<file path="config.mk">
export PLATFORM = sky130hd
export DESIGN_NAME = speck128_cbc_cipher
export DESIGN_NICKNAME = d
export VERILOG_FILES = /design/src/rtl/core/spk_pkg.sv /design/src/rtl/core/spk_serial_add.sv /design/src/rtl/core/spk_round_unit.sv /design/src/rtl/core/speck128_cbc_cipher.sv
export SDC_FILE = /design/constraint.sdc
export NUM_CORES = 2
export LEC_CHECK = 0
export BUFFER_PORTS_ARGS = -buffer_cell sky130_fd_sc_hd__buf_2
export CORE_MARGIN = 10
export CORE_UTILIZATION = 50
export DETAILED_ROUTE_END_ITERATION = 8
export PLACE_DENSITY_LB_ADDON = 0.08
export SLEW_MARGIN = 20
export SYNTH_ARGS = -nofsm -noshare
export SYNTH_HDL_FRONTEND = slang
export SYNTH_HIERARCHICAL = 1
export SYNTH_SLANG_ARGS = --single-unit
export TNS_END_PERCENT = 5
</file>
<file path="constraint.sdc">
create_clock -name clk -period 18 [get_ports clk]
set_clock_uncertainty 0.15 [all_clocks]
set_input_delay 2.7 -clock clk [delete_from_list [all_inputs] [get_ports clk]]
set_output_delay 2.7 -clock clk [all_outputs]
set_load 0.1 [all_outputs]
</file>
<file path="src/rtl/core/spk_pkg.sv">
package spk_pkg;

  localparam int unsigned Rounds = 32;
  localparam int unsigned RkW = $clog2(Rounds);
  localparam int unsigned WordW = 64;
  localparam int unsigned IdxW = 3;

  typedef logic [WordW-1:0] word_t;
  typedef logic [RkW-1:0] rk_idx_t;
  typedef logic [IdxW-1:0] cfg_idx_t;

  localparam cfg_idx_t CfgKeyLow = 3'd0;
  localparam cfg_idx_t CfgKeyHigh = 3'd1;
  localparam cfg_idx_t CfgIvLow = 3'd2;
  localparam cfg_idx_t CfgIvHigh = 3'd3;
  localparam cfg_idx_t CfgMode = 3'd4;

  // control from sequencer to bit-serial datapath
  typedef struct packed {
    logic load;
    logic step;
    logic first;
    logic decrypt;
  } dp_ctrl_t;

endpackage

</file>
<file path="src/rtl/core/spk_serial_add.sv">
// bit-serial add or subtract over shift words, one bit per cycle while en is high, lsb first
module spk_serial_add (
  input  logic clk,
  input  logic rst,
  input  logic start,
  input  logic en,
  input  logic sub,
  input  logic a,
  input  logic b,
  output logic s
);
  logic carry;
  logic carry_in;
  logic bb;

  assign carry_in = start ? sub : carry;
  assign bb = b ^ sub;
  assign s = a ^ bb ^ carry_in;

  // carry flop
  always_ff @(posedge clk) begin
    if (rst) begin
      carry <= 1'b0;
    end else if (en) begin
      carry <= (a & bb) | (a & carry_in) | (bb & carry_in);
    end
  end
endmodule

</file>
<file path="src/rtl/core/spk_round_unit.sv">
// one speck round (forward or inverse) done bit-serially
module spk_round_unit (
  input  logic clk,
  input  logic rst,
  input  logic start,
  input  logic decrypt,
  input  spk_pkg::word_t x_in,
  input  spk_pkg::word_t y_in,
  input  spk_pkg::word_t k_in,
  output spk_pkg::word_t x_out,
  output spk_pkg::word_t y_out,
  output logic done
);
  import spk_pkg::*;

  logic [6:0] cnt;
  logic busy;
  word_t a_sh, b_sh, k_sh, x_in_r, y_in_r, ybase, res_sh;
  logic s_bit;

  // serial add/sub: fwd (x ror 8) + y, inv (x ^ k) - (y ^ x) ror 3
  spk_serial_add u_add (
    .clk(clk), .rst(rst), .start(cnt == 7'd0), .en(busy), .sub(decrypt),
    .a(a_sh[0]), .b(b_sh[0]), .s(s_bit)
  );

  always_comb begin
    ybase = ((y_in ^ x_in) >> 3) | ((y_in ^ x_in) << 61);
  end

  // busy flag, bit counter and done strobe, one bit per cycle while busy
  always_ff @(posedge clk) begin
    if (rst) begin
      busy <= 1'b0;
      cnt <= '0;
      done <= 1'b0;
    end else begin
      done <= 1'b0;
      if (start) begin
        busy <= 1'b1;
        cnt <= '0;
      end else if (busy) begin
        cnt <= cnt + 7'd1;
        if (cnt == 7'(WordW - 1)) begin
          busy <= 1'b0;
          done <= 1'b1;
        end
      end
    end
  end

  always_ff @(posedge clk) begin
    if (start) begin
      x_in_r <= x_in;
      y_in_r <= y_in;
      k_sh <= k_in;
      if (decrypt) begin
        a_sh <= x_in ^ k_in;
        b_sh <= ybase;
      end else begin
        a_sh <= (x_in >> 8) | (x_in << 56);
        b_sh <= y_in;
      end
    end else if (busy) begin
      a_sh <= a_sh >> 1;
      b_sh <= b_sh >> 1;
      k_sh <= k_sh >> 1;
      res_sh <= {(decrypt ? s_bit : (s_bit ^ k_sh[0])), res_sh[WordW-1:1]};
    end
  end

  // final rotates and xors are wiring plus one xor level
  always_comb begin
    if (decrypt) begin
      x_out = (res_sh << 8) | (res_sh >> 56);
      y_out = ((y_in_r ^ x_in_r) >> 3) | ((y_in_r ^ x_in_r) << 61);
    end else begin
      x_out = res_sh;
      y_out = ((y_in_r << 3) | (y_in_r >> 61)) ^ res_sh;
    end
  end
endmodule

</file>
<file path="src/rtl/core/speck128_cbc_cipher.sv">
// channel  direction  handshake        payload
// in       input      valid/stall      block_low, block_high, last_block
// out      output     valid/stall      out_low, out_high, out_last
// cfg      input      valid/ready      addr, data
// a round steps through key read, start, the serial bits, done.
// a block takes 32 rounds plus accept and output;
// the first block of a message adds key expansion of 31 forward rounds.
// rst is synchronous, active high, clears control and config registers.
// a stalled result holds in the output register; the next item waits for it.
module speck128_cbc_cipher (
  input  logic clk,
  input  logic rst,
  input  logic in_valid,
  output logic in_stall,
  input  logic [63:0] block_low,
  input  logic [63:0] block_high,
  input  logic last_block,
  output logic out_valid,
  input  logic out_stall,
  output logic [63:0] out_low,
  output logic [63:0] out_high,
  output logic out_last,
  input  logic cfg_valid,
  output logic cfg_ready,
  input  logic [2:0] cfg_addr,
  input  logic [63:0] cfg_data
);
  import spk_pkg::*;

  typedef enum logic [2:0] {
    S_IDLE, S_KEY, S_KWAIT, S_RND, S_RLOAD, S_RWAIT, S_OUT
  } state_t;

  state_t state;
  word_t key_low, key_high, iv_low, iv_high;
  logic mode;
  word_t rk_mem [Rounds];
  word_t rk_rd;
  word_t chain_low, chain_high, x, y, lo_r, hi_r, kk, ll;
  logic last_r, dec_r, in_message;
  rk_idx_t ridx;
  logic ru_start, ru_dec, ru_done;
  word_t ru_x, ru_y, ru_k, ru_xo, ru_yo;

  assign cfg_ready = 1'b1;
  assign in_stall = (state != S_IDLE);

  // config registers
  always_ff @(posedge clk) begin
    if (rst) begin
      key_low <= '0; key_high <= '0; iv_low <= '0; iv_high <= '0; mode <= 1'b0;
    end else if (cfg_valid) begin
      unique case (cfg_addr)
        CfgKeyLow: key_low <= cfg_data;
        CfgKeyHigh: key_high <= cfg_data;
        CfgIvLow: iv_low <= cfg_data;
        CfgIvHigh: iv_high <= cfg_data;
        CfgMode: mode <= cfg_data[0];
        default: ;
      endcase
    end
  end

  // round key memory
  always_ff @(posedge clk) begin
    if (state == S_KWAIT && ru_done) rk_mem[ridx + rk_idx_t'(1)] <= ru_yo;
    else if (state == S_KEY && ridx == '0) rk_mem[0] <= kk;
    rk_rd <= rk_mem[ridx];
  end

  // key schedule reuses the forward round with x = l, y = k, key = round count
  always_comb begin
    ru_start = 1'b0;
    ru_dec = 1'b0;
    ru_x = x; ru_y = y; ru_k = rk_rd;
    if (state == S_KEY || state == S_KWAIT) begin
      ru_x = ll; ru_y = kk; ru_k = word_t'(ridx);
    end else begin
      ru_dec = dec_r;
    end
    ru_start = (state == S_KEY && ridx != rk_idx_t'(Rounds - 1)) || state == S_RLOAD;
  end

  spk_round_unit u_round (
    .clk(clk), .rst(rst), .start(ru_start), .decrypt(ru_dec),
    .x_in(ru_x), .y_in(ru_y), .k_in(ru_k),
    .x_out(ru_xo), .y_out(ru_yo), .done(ru_done)
  );

  // sequencer
  always_ff @(posedge clk) begin
    if (rst) begin
      state <= S_IDLE;
      in_message <= 1'b0;
      out_valid <= 1'b0;
      chain_low <= '0;
      chain_high <= '0;
      ridx <= '0;
    end else begin
      unique case (state)
        S_IDLE: if (in_valid) begin
          lo_r <= block_low; hi_r <= block_high; last_r <= last_block; dec_r <= mode;
          ridx <= (in_message && mode) ? rk_idx_t'(Rounds - 1) : '0;
          if (!in_message) begin
            kk <= key_low; ll <= key_high;
            chain_low <= iv_low; chain_high <= iv_high;
            state <= S_KEY;
          end else begin
            state <= S_RND;
          end
          if (mode) begin
            x <= block_low; y <= block_high;
          end else begin
            x <= block_low ^ (in_message ? chain_low : iv_low);
            y <= block_high ^ (in_message ? chain_high : iv_high);
          end
          in_message <= !last_block;
        end
        S_KEY: if (ridx == rk_idx_t'(Rounds - 1)) begin
          ridx <= dec_r ? rk_idx_t'(Rounds - 1) : '0;
          state <= S_RND;
        end else begin
          state <= S_KWAIT;
        end
        S_KWAIT: if (ru_done) begin
          ll <= ru_xo; kk <= ru_yo;
          ridx <= ridx + rk_idx_t'(1);
          state <= S_KEY;
        end
        // round key read cycle
        S_RND: state <= S_RLOAD;
        S_RLOAD: state <= S_RWAIT;
        S_RWAIT: if (ru_done) begin
          x <= ru_xo; y <= ru_yo;
          if ((dec_r && ridx == '0) || (!dec_r && ridx == rk_idx_t'(Rounds - 1))) begin
            state <= S_OUT;
            out_valid <= 1'b1;
            if (dec_r) begin
              out_low <= ru_xo ^ chain_low; out_high <= ru_yo ^ chain_high;
              chain_low <= lo_r; chain_high <= hi_r;
            end else begin
              out_low <= ru_xo; out_high <= ru_yo;
              chain_low <= ru_xo; chain_high <= ru_yo;
            end
            out_last <= last_r;
          end else begin
            ridx <= dec_r ? ridx - rk_idx_t'(1) : ridx + rk_idx_t'(1);
            state <= S_RND;
          end
        end
        S_OUT: if (!out_stall) begin
          out_valid <= 1'b0;
          state <= S_IDLE;
        end
        default: state <= S_IDLE;
      endcase
    end
  end

`ifndef SYNTHESIS
  a_busy_stall: assert property (@(posedge clk) disable iff (rst)
    out_valid |-> in_stall) else $error("input taken while result pending");
  a_out_hold: assert property (@(posedge clk) disable iff (rst)
    out_valid && out_stall |=> out_valid && $stable(out_low))
    else $error("result lost under stall");
  a_done_wait: assert property (@(posedge clk) disable iff (rst)
    ru_done |-> (state == S_KWAIT || state == S_RWAIT))
    else $error("round unit finished outside wait");
`endif
endmodule

</file>
Yosys cells after proc, flatten, opt, wreduce, memory -nomap -nowiden
Memory sizes are Yosys's and may differ from the RTL's. A register that Yosys moved wholly into a read port is not among the register bits.
Index checks and enable logic that the tools add are counted.
{"block": "word_totals", "reg_bits": 1304, "ram_bits": 2048, "input_bits": 201, "output_inout_bits": 132, "wordCells": 198, "n_memories": 1}
{"memory": "rk_mem", "depth": 32, "word_bits": 64, "rd": 1, "rd_ports_with_merged_regs": 1, "write_ports": 1, "line_no": "speck128_cbc_cipher.sv:37", "source": "word_t rk_mem [Rounds];"}
{"block": "op_classes", "add_sub_neg": 3, "n_eq_ne": 21, "mux": 77, "bitwise_logic": 25, "n_reduce_logical": 39}
{"operator": "64-bit two-way mux", "n": 36}
{"operator": "64-bit case mux with 2 select lines", "n": 6}
{"operator": "64-bit XOR", "n": 8}
{"operator": "61-bit by 64-bit OR with 64-bit output", "n": 2}
{"operator": "56-bit by 64-bit OR with 64-bit output", "n": 1}
{"operator": "64-bit by 3-bit OR with 64-bit output", "n": 1}
{"operator": "64-bit by 8-bit OR with 64-bit output", "n": 1}
{"operator": "64-bit OR reduction", "n": 1}
{"operator": "5-bit two-way mux", "n": 9}
{"operator": "3-bit case mux with 7 select lines", "n": 1}
{"operator": "5-bit case mux with 4 select lines", "n": 1}
{"operator": "4-bit AND reduction", "n": 5}
{"operator": "1-bit two-way mux", "n": 17}
{"operator": "3-bit two-way mux", "n": 5}
{"operator": "2-bit AND reduction", "n": 7}
{"operator": "3-bit by 2-bit == test with 1-bit output (second input constant)", "n": 4}
{"operator": "3-bit == test (second input constant)", "n": 4}
{"operator": "2-bit != test (second input constant)", "n": 5}
{"operator": "2-bit nonzero test", "n": 4}
{"operator": "7-bit by 1-bit adder with 7-bit output (second input constant)", "n": 1}
{"operator": "7-bit by 6-bit == test with 1-bit output (second input constant)", "n": 1}
{"operator": "7-bit logical NOT", "n": 1}
{"operator": "3-bit by 1-bit == test with 1-bit output (second input constant)", "n": 2}
{"operator": "1-bit logical AND", "n": 6}
{"operator": "other kinds (22)", "n": 36}

Depth between registers and ports, before layout
{"block": "depth", "ltp_word": 8, "mapped_depth": 16, "mapped_depth_nobuf": 9}

Hierarchy
The synthesis kept the hierarchy.
{"module": "speck128_cbc_cipher", "instances": 1, "cells_per_inst": 7951, "area_each_um2": 121745.5, "seq_area_each_um2": 86152.6}
{"module": "spk_round_unit", "instances": 1, "cells_per_inst": 1398, "area_each_um2": 19120.8, "seq_area_each_um2": 11711.2}
{"module": "spk_serial_add", "instances": 1, "cells_per_inst": 8, "area_each_um2": 82.6, "seq_area_each_um2": 20.0}

Least setup slack after synthesis
No wires, ideal clock.
{"block": "synth_path", "path_type": "in2reg", "start": "in rst", "end": "reg dec_r, enable pin", "setup_ns": 0.939, "arrival_time_ns": 15.391, "t_required_ns": 16.911, "path_slack_ns": 1.521, "path_stages": 3, "n_path_buf": 2, "path_cell_list": "clkbuf_1 -> clkbuf_1 -> nor4_1"}
{"block": "synth_between", "elab_chain_len": 2}
{"element": "start, declared", "line_no": "speck128_cbc_cipher.sv:12", "source": "input logic rst,"}
{"element": "1-bit NOT (no line)"}
{"element": "3-bit AND reduction (no line)"}
{"element": "end signal, assigned", "line_no": "speck128_cbc_cipher.sv:102", "source": "lo_r <= block_low; hi_r <= block_high; last_r <= last_block; dec_r <= mode;"}
{"element": "end, declared", "line_no": "speck128_cbc_cipher.sv:40", "source": "logic last_r, dec_r, in_message;"}
No other way between the ends.
A chain may end at the register's enable or synchronous reset.

Final worst setup path
{"block": "layout_path", "start": "reg state[0]", "end": "out in_stall"}
{"block": "layout_between", "elab_chain_len": 1}
{"element": "start, declared", "line_no": "speck128_cbc_cipher.sv:34", "source": "state_t state;"}
{"element": "start signal, assigned", "line_no": "speck128_cbc_cipher.sv:93", "source": "state <= S_IDLE;"}
{"element": "start signal, assigned", "line_no": "speck128_cbc_cipher.sv:107", "source": "state <= S_KEY;"}
{"element": "start signal, assigned", "line_no": "speck128_cbc_cipher.sv:109", "source": "state <= S_RND;"}
{"element": "3-bit nonzero test", "line_no": "speck128_cbc_cipher.sv:46", "source": "assign in_stall = (state != S_IDLE);"}
{"element": "end, declared", "line_no": "speck128_cbc_cipher.sv:14", "source": "output logic in_stall,"}
No other way between the ends.

==> impl_results.md <==
* Total Power at between 20000 and 25000 uW
* #FFs+latches synth at around 3400
* Crit path cell chain: inv_1, nand3_1, buf_2
* Hpwl dp at 247 mm
* Dpl ws at 11470 ps
* Pre-antenna DRT Iters at 6
* Number of global-route vias before repair at 81100
* Final WS setup at 12070 ps
* DR vias/cell at 6.07
* Max-cap violations at 0
* Die span in x at 551 um
* Final ANT Viol Nets at 0
* CTS Buf Count at 354
* Post-CTS resize count at 0
* EDFF count, synth at 2947
* Hold crit path type: flop to flop
* Syn Std Cell Area at approximately 0.14 mm^2
* Post-synthesis instance total at 9357
* # port buffers at 331
* RSZ-0062 raised after global routing: no
* Hold depth at 0
* Maximum root-to-sink buffer count at 4
* Pwr dens at 152 mW/mm^2
* Die Ht at 551 um
* Gp weighted congestion at 0.845
* Slew of the pin with the lowest slew margin at 1260 ps
* Main synth FF type: edfxtp_1
* CP required at approximately 15000 ps
* Grt total ovfl at 0
* Initial drt markers at 9551
* First-pass GRT wire length at 592 mm
* Hold_sp: last_r
* Die ar. at 0.304 mm^2
* Number of placement rows at 194
* Crit. End Element: output port
* Final slew viol count at 0
* Critical-path top delay cell: dfxtp_1
* DR DRC count at 0
* Crit path largest cell delay at 910 ps
* Syn_nets at about 9600
* All-Layer GR Usage at 0.267
* Core ar. at 0.280 mm^2
* Status: finished, final reports clean
* Final hold vios at 0
* Count of hold-fix buffers inserted at cts at 0
* Critical Path Start Type: flop
* Synth top area cells: edfxtp_1 (63%), mux4_2 (6.7%), dfxtp_1 (6.7%)
* Final period utilization at 0.329
* Register with the most flip-flops: rk_mem
* Placed inst area at 0.146 mm^2
* H-tree depth at 5
* Kind of critical path: flop to output port
* Relative slew slack at 0.157
* Commonest cells after routing, fill and taps aside: edfxtp_1 (2947), nand2_1 (1631), mux2i_1 (587)
* Sequential cell area fraction in the yosys report at 0.694
* Maximum clock frequency at around 170 MHz
* Share of cells above drive strength 1 at 0.191
* Total negative slack at 0 ps
* Via count at 83000
* Critical register-to-register path startpoint: state[1]
* CP max FO at 22
* P_leak at 0.0525 uW
* Peak supply drop at 0.137 mV
* Final net count at 9849
* Crit path launch: state[0]
* Final core utilization at 0.565
* Final WL at 418 mm
* Count of cell types in the netlist at 80
* Avg Cell Area, Syn at 15.1 um^2
* R2R depth at 9
* Clk root buf: clkbuf_16
* Ys async rst share at 0
* Max FFs per register at 2048
* Initial antenna violation count at 22
* Skew-Pair Late Insertion Delay at 960 ps
* Final instance area at 0.158 mm^2
* Post-route minimum period at 5930 ps
* Yosys top cell area share at 0.628
* Biggest area consumer among synthesized cells: edfxtp_1
* Largest net degree at the start of global routing at 180
* Initial Util at 0.504
* Area Overhead vs Synth at 12.2%
* Sink Count at 3416
* Boundary Pins at about 330
* Drt wl/cell at 30.6 um
* CTS tree: yes
* CTS clk-pin slew, worst paths at 60 ps
* Synthesis warning total at 6
* Post-CTS setup buffers at 0
* Most common cell after layout, fill and taps aside: edfxtp_1
* Critical path arrival at 3080 ps
* # setup viols final at 0
## metal layers
layer,up-vias,track usage,share of wire
li1,35500,-,-
met5,-,0,0.000062
met2,3930,0.422,0.46
met3,694,0.0492,0.090
met1,42800,0.382,0.42
met4,4,0.0795,0.032
## per-stage QoR
stage | std cells | hold WS [ps]
3_5_place_dp | 13000 | 257
6_report | 13700 | 268
3_3_place_gp | 13000 | 253
4_1_cts | 13700 | 269
5_1_grt | 13700 | 294
2_1_floorplan | 9357 | 250
## critical path: cells and delay by family, from the launching register on
family                 cells  cell delay (ps)
buffers and inverters      2              790
DFF                        1              910
and+or+nand+nor            1              470
## cell usage after synthesis (all sizes together), types with 3 or more instances
library cell / n
a22o: 12
o221ai: 56
and3: 4
mux2i: 587
or3: 3
nor2: 438
xnor2: 456
and3b: 3
dfxtp: 469
a21oi: 582
ha: 6
xor2: 68
o21ai: 76
or3b: 3
o22ai: 67
mux4: 417
nor4: 4
nand3: 156
nand2: 1679
a2111oi: 13
nor3b: 3
a211oi: 35
nand3b: 6
nand2b: 4
nor3: 11
inv: 15
edfxtp: 2947
nor2b: 9
and2: 67
clkbuf: 229
mux2: 382
a221oi: 4
buf: 349
nand4: 25
a22oi: 143
## area by class of cell
type                            instances  area, um^2
Clock buffer                          493        9910
Clock inverter                        169        1760
Inverter                               15        73.8
Fill cell                           22000      122000
Sequential cell                      3416       97900
Antenna cell                            8        20.0
Timing Repair Buffer                  506        3170
Tap cell                             3724        4660
Multi-Input combinational cell       5348       40600
## where the power goes
| part | switching (uW) | leakage (uW) | total (uW) | internal (uW) |
|---|---|---|---|---|
| Sequential | 422 | 0.0307 | 10900 | 10500 |
| Clock | 3130 | 0.00569 | 7380 | 4250 |
| Combinational | 3940 | 0.0162 | 5740 | 1800 |
## cell families after synthesis
family                   synth area share
AND/OR/NAND/NOR                    0.0693
buffers and inverters              0.0211
flip-flops                          0.694
multiplexers                        0.139
AO/OA/AOI/OAI                      0.0429
other                           0.0000266
adder cells (fa/ha/maj)          0.000675
XOR/XNOR                           0.0326
## path summary, 6_finish.rpt
kind	endpoint	slack (ps)
worst max-delay path	in_stall	12070
worst min-delay path	out_last	270
worst max register to register	rk_mem[30][45]	12350
worst min register to register	out_last	270
(Power assumes the default switching activity.)
